`config.mk`:
```
export PLATFORM = sky130hd
export DESIGN_NAME = arithmetic_encoder
export DESIGN_NICKNAME = d
export VERILOG_FILES = /design/src/rtl/arith_enc_pkg.sv /design/src/rtl/arith_enc_ctrl.sv /design/src/rtl/arith_enc_div.sv /design/src/rtl/arith_enc_dp.sv /design/src/rtl/arithmetic_encoder.sv
export SDC_FILE = /design/constraint.sdc
export NUM_CORES = 2
export LEC_CHECK = 0
export BUFFER_PORTS_ARGS = -buffer_cell sky130_fd_sc_hd__buf_2
export CAP_MARGIN = 20
export CORE_UTILIZATION = 60
export CTS_CLUSTER_DIAMETER = 120
export DETAILED_ROUTE_END_ITERATION = 16
export HOLD_SLACK_MARGIN = 0.05
export PLACE_DENSITY = 0.78
export SYNTH_ARGS = -nofsm -noshare
export SYNTH_HDL_FRONTEND = slang
export SYNTH_HIERARCHICAL = 1
export SYNTH_SLANG_ARGS = --single-unit
```
`constraint.sdc`:
```
create_clock -name clk -period 11.01 [get_ports clk]
set_input_delay 0.5505 -clock clk [delete_from_list [all_inputs] [get_ports clk]]
set_output_delay 0.5505 -clock clk [all_outputs]
set_load 0.02 [all_outputs]
```
`src/rtl/arith_enc_pkg.sv`:
```
// Shared types and constants for the arithmetic encoder.
// Depends on nothing; used by the controller, the datapath and the top level.
package arith_enc_pkg;

  localparam int FREQ_W  = 14;
  localparam int COUNT_W = 32;

  typedef struct packed {
    logic              func;
    logic [FREQ_W-1:0] cum_upper;
    logic [FREQ_W-1:0] cum_lower;
    logic [FREQ_W-1:0] total_count;
  } in_word_t;

  typedef struct packed {
    logic [7:0]         out_byte;
    logic               run_last;
    logic [COUNT_W-1:0] stream_bytes;
    logic               pending_saturated;
  } out_word_t;

  typedef enum logic [3:0] {
    ST_IDLE,
    ST_MUL,
    ST_DIV,
    ST_UPDATE,
    ST_RENORM,
    ST_FOLLOW,
    ST_TAIL,
    ST_FLUSH,
    ST_WAIT
  } ctrl_state_t;

  // Commands from the controller to the datapath.
  typedef struct packed {
    logic load;        // capture the input word
    logic mul;         // form both products
    logic div_start;   // start the shared divider
    logic update;      // apply quotients to the interval
    logic renorm;      // perform one renormalization step
    logic follow;      // shift out one follow bit
    logic tail;        // pending bump and tail bit
    logic flush;       // emit final partial byte or the held byte
    logic take;        // output word consumed
  } dp_cmd_t;

  // Status from the datapath to the controller.
  typedef struct packed {
    logic div_done;
    logic renorm_stop;  // no renormalization case applies
    logic renorm_mid;   // the step only adds a follow bit
    logic pending_zero;
    logic out_full;     // output register holds a word
    logic is_finish;
  } dp_stat_t;

endpackage

```
`src/rtl/arith_enc_ctrl.sv`:
```
// Controller state machine of the arithmetic encoder.
// Depends on arith_enc_pkg; drives the datapath through dp_cmd_t.
module arith_enc_ctrl (
  input  logic                    clk,
  input  logic                    rst,
  input  logic                    in_valid,
  output logic                    in_ready,
  input  arith_enc_pkg::dp_stat_t stat,
  output arith_enc_pkg::dp_cmd_t  cmd,
  input  logic                    out_valid,
  input  logic                    out_ready
);
  import arith_enc_pkg::*;

  ctrl_state_t state, state_next;

  always_ff @(posedge clk) begin
    if (rst) begin
      state <= ST_IDLE;
    end else begin
      state <= state_next;
    end
  end

  // A step that may emit a byte waits while the output register is full.
  logic stall;
  assign stall = stat.out_full && !(out_valid && out_ready);

  always_comb begin
    state_next = state;
    cmd = '0;
    cmd.take = out_valid && out_ready;
    in_ready = 1'b0;
    unique case (state)
      ST_IDLE: begin
        in_ready = 1'b1;
        if (in_valid) begin
          cmd.load = 1'b1;
          state_next = ST_MUL;
        end
      end
      ST_MUL: begin
        cmd.mul = 1'b1;
        state_next = ST_DIV;
      end
      ST_DIV: begin
        cmd.div_start = 1'b1;
        state_next = ST_WAIT;
      end
      ST_WAIT: begin
        if (stat.div_done) begin
          state_next = ST_UPDATE;
        end
      end
      ST_UPDATE: begin
        cmd.update = 1'b1;
        state_next = ST_RENORM;
      end
      ST_RENORM: begin
        if (stat.renorm_stop) begin
          state_next = stat.is_finish ? ST_TAIL : ST_FLUSH;
        end else if (!stall) begin
          cmd.renorm = 1'b1;
          state_next = stat.renorm_mid ? ST_RENORM : ST_FOLLOW;
        end
      end
      ST_FOLLOW: begin
        if (stat.pending_zero) begin
          state_next = ST_RENORM;
        end else if (!stall) begin
          cmd.follow = 1'b1;
        end
      end
      ST_TAIL: begin
        if (!stall) begin
          cmd.tail = 1'b1;
          state_next = ST_FOLLOW;
        end
      end
      ST_FLUSH: begin
        if (!stall) begin
          cmd.flush = 1'b1;
          state_next = ST_IDLE;
        end
      end
      default: state_next = ST_IDLE;
    endcase
  end

  // The datapath clears is_finish on tail, so the FOLLOW drain after the tail
  // comes back to RENORM, which sees renorm_stop and goes to FLUSH.

  a_load_idle: assert property (@(posedge clk) disable iff (rst)
    cmd.load |-> state == ST_IDLE)
    else $error("input taken outside idle");
  a_emit_space: assert property (@(posedge clk) disable iff (rst)
    (cmd.renorm || cmd.follow || cmd.tail || cmd.flush) |-> !stall)
    else $error("emit step while output full");
  a_ready_idle: assert property (@(posedge clk) disable iff (rst)
    in_ready |-> state == ST_IDLE)
    else $error("ready outside idle");
endmodule

```
`src/rtl/arith_enc_div.sv`:
```
// Restoring bit-serial divider, one quotient bit per cycle.
// Depends on nothing; used by the arithmetic encoder datapath.
module arith_enc_div #(
  parameter int NUM_W = 31,
  parameter int DEN_W = 14
) (
  input  logic             clk,
  input  logic             rst,
  input  logic             start,
  input  logic [NUM_W-1:0] num,
  input  logic [DEN_W-1:0] den,
  output logic [NUM_W-1:0] quo,
  output logic             done
);
  localparam int CNT_W = $clog2(NUM_W + 1);

  logic [NUM_W-1:0] q;
  logic [DEN_W:0]   rem;
  logic [DEN_W-1:0] d;
  logic [CNT_W-1:0] cnt;
  logic             busy;
  logic [DEN_W:0]   trial;

  assign trial = {rem[DEN_W-1:0], q[NUM_W-1]};

  always_ff @(posedge clk) begin
    if (rst) begin
      busy <= 1'b0;
      done <= 1'b0;
    end else begin
      done <= 1'b0;
      if (start) begin
        busy <= 1'b1;
        q    <= num;
        rem  <= '0;
        d    <= den;
        cnt  <= CNT_W'(NUM_W);
      end else if (busy) begin
        if (trial >= {1'b0, d}) begin
          rem <= trial - {1'b0, d};
          q   <= {q[NUM_W-2:0], 1'b1};
        end else begin
          rem <= trial;
          q   <= {q[NUM_W-2:0], 1'b0};
        end
        cnt <= cnt - 1'b1;
        if (cnt == CNT_W'(1)) begin
          busy <= 1'b0;
          done <= 1'b1;
        end
      end
    end
  end
  assign quo = q;
endmodule

```
`src/rtl/arith_enc_dp.sv`:
```
// Datapath of the arithmetic encoder: interval, products, bit packer, output.
// Depends on arith_enc_pkg and arith_enc_div.
module arith_enc_dp #(
  parameter int CODE_BITS   = 16,
  parameter int PENDING_MAX = 127
) (
  input  logic                     clk,
  input  logic                     rst,
  input  arith_enc_pkg::in_word_t  in_word,
  input  arith_enc_pkg::dp_cmd_t   cmd,
  output arith_enc_pkg::dp_stat_t  stat,
  output arith_enc_pkg::out_word_t out_word,
  output logic                     out_valid
);
  import arith_enc_pkg::*;

  localparam int PROD_W = CODE_BITS + 1 + FREQ_W;
  localparam int PEND_W = $clog2(PENDING_MAX + 1);
  localparam logic [CODE_BITS-1:0] HALF = CODE_BITS'(1) << (CODE_BITS - 1);
  localparam logic [CODE_BITS-1:0] QTR1 = CODE_BITS'(1) << (CODE_BITS - 2);
  localparam logic [CODE_BITS-1:0] QTR3 = HALF + QTR1;

  logic [CODE_BITS-1:0] low, high;
  logic [PEND_W-1:0]    pending;
  logic [7:0]           shifter;
  logic [3:0]           bits_left;
  logic [COUNT_W-1:0]   byte_count;
  logic                 ovf, finish, follow_bit;
  in_word_t             iw;
  logic [FREQ_W-1:0]    den;
  logic [PROD_W-1:0]    prod_u, prod_l, div_num, qu;
  logic [CODE_BITS:0]   range;
  logic                 div_start, div_done, second;

  assign range = ({1'b0, high} - {1'b0, low} + 1'b1);
  assign den   = (iw.total_count == '0) ? FREQ_W'(1) : iw.total_count;

  arith_enc_div #(.NUM_W(PROD_W), .DEN_W(FREQ_W)) u_div (
    .clk(clk), .rst(rst), .start(div_start), .num(div_num), .den(den),
    .quo(qu), .done(div_done)
  );

  // Both quotients share the divider: upper bound first, then lower.
  logic [PROD_W-1:0] q_up;
  assign div_start = cmd.div_start || (div_done && !second);
  assign div_num   = cmd.div_start ? prod_u : prod_l;

  // Renormalization case decode.
  logic case_lo, case_hi, case_mid;
  assign case_lo  = high < HALF;
  assign case_hi  = !case_lo && low >= HALF;
  assign case_mid = !case_lo && !case_hi && low >= QTR1 && high < QTR3;

  // One bit into the packer, possibly completing a byte.
  logic       put_en, put_bit, put_full;
  logic [7:0] sh_new;
  assign sh_new   = {put_bit, shifter[7:1]};
  assign put_full = put_en && bits_left == 4'd1;

  logic [PEND_W-1:0] pend_bump;
  assign pend_bump = (pending < PEND_W'(PENDING_MAX)) ? pending + 1'b1 : pending;

  // The tail bumps the follow count before its bit, so the flag it sets
  // already applies to a byte that the tail bit completes.
  logic ovf_now;
  assign ovf_now = ovf || (cmd.tail && pend_bump >= PEND_W'(PENDING_MAX));

  always_comb begin
    put_en  = 1'b0;
    put_bit = 1'b0;
    if (cmd.renorm && !case_mid) begin
      put_en  = 1'b1;
      put_bit = case_hi;
    end else if (cmd.follow) begin
      put_en  = 1'b1;
      put_bit = !follow_bit;
    end else if (cmd.tail) begin
      put_en  = 1'b1;
      put_bit = low >= QTR1;
    end
  end

  // Bytes of an encode word wait in the hold register until the next byte
  // or the flush shows whether they are the last of the word.
  logic [7:0] hold_byte;
  logic       hold_ovf, hold_valid;
  logic       out_load;
  out_word_t  out_next;

  always_comb begin
    out_load = 1'b0;
    out_next = '0;
    if (put_full && iw.func) begin
      out_load = 1'b1;
      out_next.out_byte = sh_new;
      out_next.pending_saturated = ovf_now;
    end else if (put_full && hold_valid) begin
      out_load = 1'b1;
      out_next.out_byte = hold_byte;
      out_next.pending_saturated = hold_ovf;
    end else if (cmd.flush && iw.func) begin
      out_load = 1'b1;
      out_next.out_byte = shifter >> bits_left;
      out_next.run_last = 1'b1;
      out_next.stream_bytes = byte_count + 1'b1;
      out_next.pending_saturated = ovf;
    end else if (cmd.flush && hold_valid) begin
      out_load = 1'b1;
      out_next.out_byte = hold_byte;
      out_next.run_last = 1'b1;
      out_next.pending_saturated = hold_ovf;
    end
  end

  always_ff @(posedge clk) begin
    if (rst) begin
      low <= '0; high <= '1; pending <= '0; shifter <= '0;
      bits_left <= 4'd8; byte_count <= '0; ovf <= 1'b0;
      out_valid <= 1'b0; second <= 1'b1; finish <= 1'b0;
      hold_valid <= 1'b0;
    end else begin
      out_valid <= out_load || (out_valid && !cmd.take);
      if (out_load) out_word <= out_next;
      if (cmd.load) begin
        iw <= in_word;
        finish <= in_word.func;
      end
      if (cmd.mul) begin
        prod_u <= PROD_W'(range) * PROD_W'(iw.cum_upper);
        prod_l <= PROD_W'(range) * PROD_W'(iw.cum_lower);
      end
      if (cmd.div_start) second <= 1'b0;
      if (div_done && !second) begin
        q_up   <= qu;
        second <= 1'b1;
      end
      if (cmd.update) begin
        high <= low + CODE_BITS'(q_up) - 1'b1;
        low  <= low + CODE_BITS'(qu);
      end
      if (cmd.renorm) begin
        follow_bit <= case_hi;
        if (case_mid) begin
          pending <= pend_bump;
          if (pend_bump >= PEND_W'(PENDING_MAX)) ovf <= 1'b1;
          low  <= (low - QTR1) << 1;
          high <= ((high - QTR1) << 1) | CODE_BITS'(1);
        end else begin
          low  <= (case_hi ? low - HALF : low) << 1;
          high <= ((case_hi ? high - HALF : high) << 1) | CODE_BITS'(1);
        end
      end
      if (cmd.follow) pending <= pending - 1'b1;
      if (cmd.tail) begin
        follow_bit <= low >= QTR1;
        finish <= 1'b0;
        pending <= pend_bump;
        if (pend_bump >= PEND_W'(PENDING_MAX)) ovf <= 1'b1;
      end
      if (put_en) begin
        shifter <= sh_new;
        bits_left <= put_full ? 4'd8 : bits_left - 1'b1;
        if (put_full) byte_count <= byte_count + 1'b1;
      end
      if (put_full && !iw.func) begin
        hold_byte  <= sh_new;
        hold_ovf   <= ovf_now;
        hold_valid <= 1'b1;
      end else if (cmd.flush) begin
        hold_valid <= 1'b0;
      end
      if (cmd.flush && iw.func) begin
        low <= '0; high <= '1; pending <= '0; shifter <= '0;
        bits_left <= 4'd8; byte_count <= '0; ovf <= 1'b0;
      end
    end
  end

  assign stat.div_done     = div_done && second;
  assign stat.renorm_stop  = !case_lo && !case_hi && !case_mid;
  assign stat.renorm_mid   = case_mid;
  assign stat.pending_zero = pending == '0;
  assign stat.out_full     = out_valid;
  assign stat.is_finish    = finish;

  a_bits_range: assert property (@(posedge clk) disable iff (rst)
    bits_left != 4'd0 && bits_left <= 4'd8)
    else $error("bit count out of range");
  a_pend_max: assert property (@(posedge clk) disable iff (rst)
    pending <= PEND_W'(PENDING_MAX))
    else $error("pending count above limit");
  a_flush_reset: assert property (@(posedge clk) disable iff (rst)
    (cmd.flush && iw.func) |=> (bits_left == 4'd8 && byte_count == '0))
    else $error("finish did not restore state");
endmodule

```
`src/rtl/arithmetic_encoder.sv`:
```
// Top level of the arithmetic encoder: controller plus datapath.
// Depends on arith_enc_pkg, arith_enc_ctrl, arith_enc_dp.
//
// Input channel (in_valid/in_ready/in_data) takes one word per symbol:
// cumulative bounds and model total. func=1 encodes the end symbol,
// emits the tail bits and the last partial byte, then returns the
// state to its reset values. Output channel (out_valid/out_ready/out_data)
// delivers each completed byte, first coded bit in bit 0. The last byte
// caused by a word carries run_last; on a finish word it also carries the
// stream byte count. Bytes of an encode word are held back by one byte so
// that the last one can be marked at flush. Words are handled one at a
// time: a load step, a multiply step, a divider start step, a shared
// bit-serial divider run twice back to back, an update step, then the
// renormalization steps, each one that decides a bit followed by its
// follow bits, a final check and a flush; a finish word adds the tail
// and its follow bits before the flush. A stalled receiver holds the
// output word and every step that may emit a byte waits on it; the input
// is ready only when the block is idle. Synchronous reset clears the
// control state, the interval, the follow count and the bit packer.
module arithmetic_encoder #(
  parameter int CODE_BITS   = 16,
  parameter int PENDING_MAX = 127
) (
  input  logic                     clk,
  input  logic                     rst,
  input  logic                     in_valid,
  output logic                     in_ready,
  input  arith_enc_pkg::in_word_t  in_data,
  output logic                     out_valid,
  input  logic                     out_ready,
  output arith_enc_pkg::out_word_t out_data
);
  import arith_enc_pkg::*;

  dp_cmd_t  cmd;
  dp_stat_t stat;

  arith_enc_ctrl u_ctrl (
    .clk(clk), .rst(rst), .in_valid(in_valid), .in_ready(in_ready),
    .stat(stat), .cmd(cmd), .out_valid(out_valid), .out_ready(out_ready)
  );

  arith_enc_dp #(.CODE_BITS(CODE_BITS), .PENDING_MAX(PENDING_MAX)) u_dp (
    .clk(clk), .rst(rst), .in_word(in_data), .cmd(cmd), .stat(stat),
    .out_word(out_data), .out_valid(out_valid)
  );

  a_out_hold: assert property (@(posedge clk) disable iff (rst)
    (out_valid && !out_ready) |=> out_valid)
    else $error("output word dropped");
  a_one_item: assert property (@(posedge clk) disable iff (rst)
    (in_valid && in_ready) |=> !in_ready)
    else $error("second word accepted while busy");
  a_out_stable: assert property (@(posedge clk) disable iff (rst)
    (out_valid && !out_ready) |=> $stable(out_data.out_byte))
    else $error("output byte changed while stalled");
endmodule
```
==> flow_summary.json <==
{
  "status": "finished, final reports clean",
  "grt_pass1_vias": 25600,
  "antenna_found_initial": 0,
  "fin_skew_ns": 0.0405,
  "ant_nets": 0,
  "rows": 85,
  "maxSlewHeadroom": 0.228,
  "synth_top_cell_by_area": "fa_1",
  "async_flop_share": 0,
  "min_path_cells": 1,
  "fin_setup_tns_ns": 0,
  "drc": 0,
  "min_from": "in_data[29]",
  "cp_slowest_stage_delay_ns": 0.85,
  "synth-seq-cells": 331,
  "crit_arrival_ns": 9.49,
  "reg2reg_setup_slack_ns": 1.83,
  "die_area_um2": 55600,
  "start_kind": "flop",
  "synth_ff_type": "edfxtp_1",
  "numCtsBuffers": 41,
  "drt_iter0_markers": 1815,
  "met3_usage": 0.0334,
  "postCtsResizedCells": 0,
  "crit_slowest_cell": "xnor2_2",
  "setup_violations": 0,
  "critical_path_class": "flop to flop",
  "cts_setup_buffers": 0,
  "gp_congestion": 0.907,
  "grt_overflow_total": 0,
  "clk_pin_slew_ns": 0.06,
  "track_usage": 0.281,
  "r2r_start": "u_dp/high[1]",
  "ys_seq_area_frac": 0.274,
  "synth.distinct_cells": 93,
  "root_buffer": "clkbuf_16",
  "crit_path_frequent_cell": "fa_1",
  "reg2regPathDepth": 32,
  "layout.cells.non_filler": 4105,
  "cts_tree": "done",
  "r2r_end": "u_dp/prod_u[30]",
  "start_util": 0.609,
  "worst_pin_slew_ns": 1.15,
  "end_kind": "flop",
  "clk_latency_ns": 0.59,
  "cp_top_family": "adder cells",
  "dpl.hpwl_um": 55800,
  "numPortBuffers": 90,
  "hold_viol_final": 0,
  "vias": 24000,
  "grt_pass1_wl_um": 127000,
  "cp_max_fo": 17,
  "syn-mean-instance-area_um2": 9.72,
  "synth.area.top_cells": "fa_1 22%, edfxtp_1 22%, ha_1 11%, inv_1 5.9%, dfxtp_1 5.7%",
  "syn_to_final_growth_pct": 7.32,
  "hp-class": "primary input to flop",
  "numPlacedInstances": 4028,
  "detail_route.vias_per_cell": 5.84,
  "use_met1": 0.351,
  "final_max_slew_viol_count": 0,
  "fmax_mhz": 109,
  "synth_area_um2": 32800,
  "final.min_clock_period_ns": 9.18,
  "synth_cells": 3376,
  "hold_buffers": 0,
  "cts_buffer_depth": 3,
  "cp.buffers_inverters": 6,
  "n_antenna_cell": 0,
  "die_w_um": 236,
  "routed_wl_um": 75200,
  "fp.dieH_um": 236,
  "htree_levels": 2,
  "core_area_um2": 53900,
  "fin_nets": 4071,
  "syn_nets": 4069,
  "drt_pass1_iterations": 6,
  "grt_max_degree": 70,
  "drv_cap": 0,
  "critPathRequiredTime_ns": 11.32,
  "grt.busiest_layer": "met2",
  "io_pins": 91,
  "drive_above_1_share": 0.0886,
  "period_share": 0.834,
  "wl_per_cell_um": 18.3,
  "use_met2": 0.490,
  "min_to": "u_dp/iw[29]",
  "clock_sinks": 331,
  "rsz0062_at_grt": "false",
  "synth_edf_count": 237,
  "ys_warn_count": 6,
  "yosysTopAreaCellShare": 0.218
}
## worst register-to-register path, delay by kind of cell (launching register included)
kind                       cells  cell delay, ns
adders and majority gates     10            3.93
AOI/OAI and AO/OA             11            2.48
DFF                            1            0.33
buffers and inverters          6            0.70
xor gates and xnor gates       2            0.96
and+or+nand+nor                3            0.52
## worst max-delay path by stage
stage                 startpoint              end  depth (start not counted)  slack, ns
detailed placement  u_dp/high[1]  u_dp/prod_u[30]                         32       2.00
finish              u_dp/high[1]  u_dp/prod_u[30]                         32       1.83
global placement    u_dp/high[1]  u_dp/prod_u[30]                         32       2.20
floorplan           u_dp/high[1]  u_dp/prod_l[27]                         34       2.94
global route        u_dp/high[1]  u_dp/prod_u[30]                         32       1.25
CTS                 u_dp/high[1]  u_dp/prod_u[30]                         32       1.98
## flip-flops by register name, indices dropped and copies added (netlist names), 16 cells and up
signal,count
u_dp/high,16
u_dp/prod_u,31
u_dp/u_div/quo,31
u_dp/q_up,16
u_dp/out_word,42
u_dp/prod_l,31
u_dp/low,16
u_dp/byte_count,32
u_dp/iw,43
## cell usage after synthesis, types with 9 or more instances
master / count
inv_1: 516
fa_1: 358
nand2_1: 357
ha_1: 288
edfxtp_1: 237
and2_1: 229
nor2_1: 176
a21oi_1: 137
clkbuf_1: 132
o21ai_0: 98
dfxtp_1: 94
xnor2_1: 81
xor2_1: 70
mux2_2: 63
a21o_1: 44
nand3_1: 41
a211oi_1: 38
nor3_1: 35
nand2b_1: 33
nor2b_1: 32
mux2i_1: 27
or3_1: 21
a31oi_1: 20
o211ai_1: 18
o21a_1: 16
nand4_1: 15
buf_1: 14
o21bai_1: 13
nor4_1: 9
## cells in the final DEF, fill, tap and decap left out, types with 6 or more instances in the layout
| master | synthesis | routed |
|---|---|---|
| inv_1 | 516 | 516 |
| fa_1 | 358 | 358 |
| nand2_1 | 357 | 356 |
| ha_1 | 288 | 288 |
| edfxtp_1 | 237 | 237 |
| and2_1 | 229 | 229 |
| nor2_1 | 176 | 172 |
| a21oi_1 | 137 | 136 |
| o21ai_0 | 98 | 98 |
| dfxtp_1 | 94 | 94 |
| buf_2 | 8 | 90 |
| xnor2_1 | 81 | 73 |
| xor2_1 | 70 | 67 |
| mux2_2 | 63 | 63 |
| a21o_1 | 44 | 44 |
| clkbuf_16 | 0 | 41 |
| nand3_1 | 41 | 41 |
| a211oi_1 | 38 | 38 |
| nor3_1 | 35 | 34 |
| buf_4 | 8 | 32 |
| nand2b_1 | 33 | 32 |
| nor2b_1 | 32 | 29 |
| mux2i_1 | 27 | 27 |
| or3_1 | 21 | 21 |
| a31oi_1 | 20 | 20 |
| o211ai_1 | 18 | 18 |
| o21a_1 | 16 | 16 |
| nand4_1 | 15 | 15 |
| o21bai_1 | 13 | 13 |
| clkinv_1 | 0 | 10 |
| xnor2_2 | 1 | 9 |
| nor4_1 | 9 | 8 |
| clkbuf_1 | 132 | 7 |
| and3_1 | 7 | 7 |
| a211o_1 | 7 | 7 |
| o31ai_1 | 7 | 7 |
| clkinvlp_4 | 0 | 6 |
| a2111oi_0 | 6 | 6 |
| nand3b_1 | 6 | 6 |
## final cells by class
cell class | count | area [um2]
Multi-Input combinational cell | 2362 | 21300
Fill cell | 4150 | 18700
Sequential cell | 331 | 9000
Inverter | 517 | 1940
Clock buffer | 48 | 1050
Tap cell | 696 | 871
Timing Repair Buffer | 125 | 734
Clock inverter | 26 | 290
## metrics by stage
step | setup WS (ns) | area, um2 | utilization | hold WS, ns
2_1_floorplan | 2.94 | 32800 | - | 0.406
4_1_cts | 1.98 | 35200 | 0.652 | 0.121
5_1_grt | 1.25 | 35200 | 0.653 | 0.139
3_5_place_dp | 2.00 | 33800 | 0.627 | 0.435
3_3_place_gp | 2.20 | 33800 | 0.627 | 0.434
6_report | 1.83 | 35200 | 0.653 | 0.143
## metal layers
metal	routed length (um)	share of wire
met1	30300	0.40
met2	37500	0.50
met3	4240	0.056
met4	3110	0.041
met5	0	0
## kinds of logic (layout without fill, tap and decap cells)
kind of cell               count (synthesis)  count (layout)  synth area share
AOI/OAI and AO/OA                        471             471            0.0923
xor gates and xnor gates                 152             152            0.0408
adders and majority gates                646             646             0.328
buffers and inverters                    683             716            0.0801
DFF                                      331             331             0.274
muxes                                     92              92            0.0312
and+or+nand+nor                         1001            1001             0.153
Power is left out: the tool's default activity adds up to more than one toggle a clock period on the data nets, which glitch-free logic cannot reach.
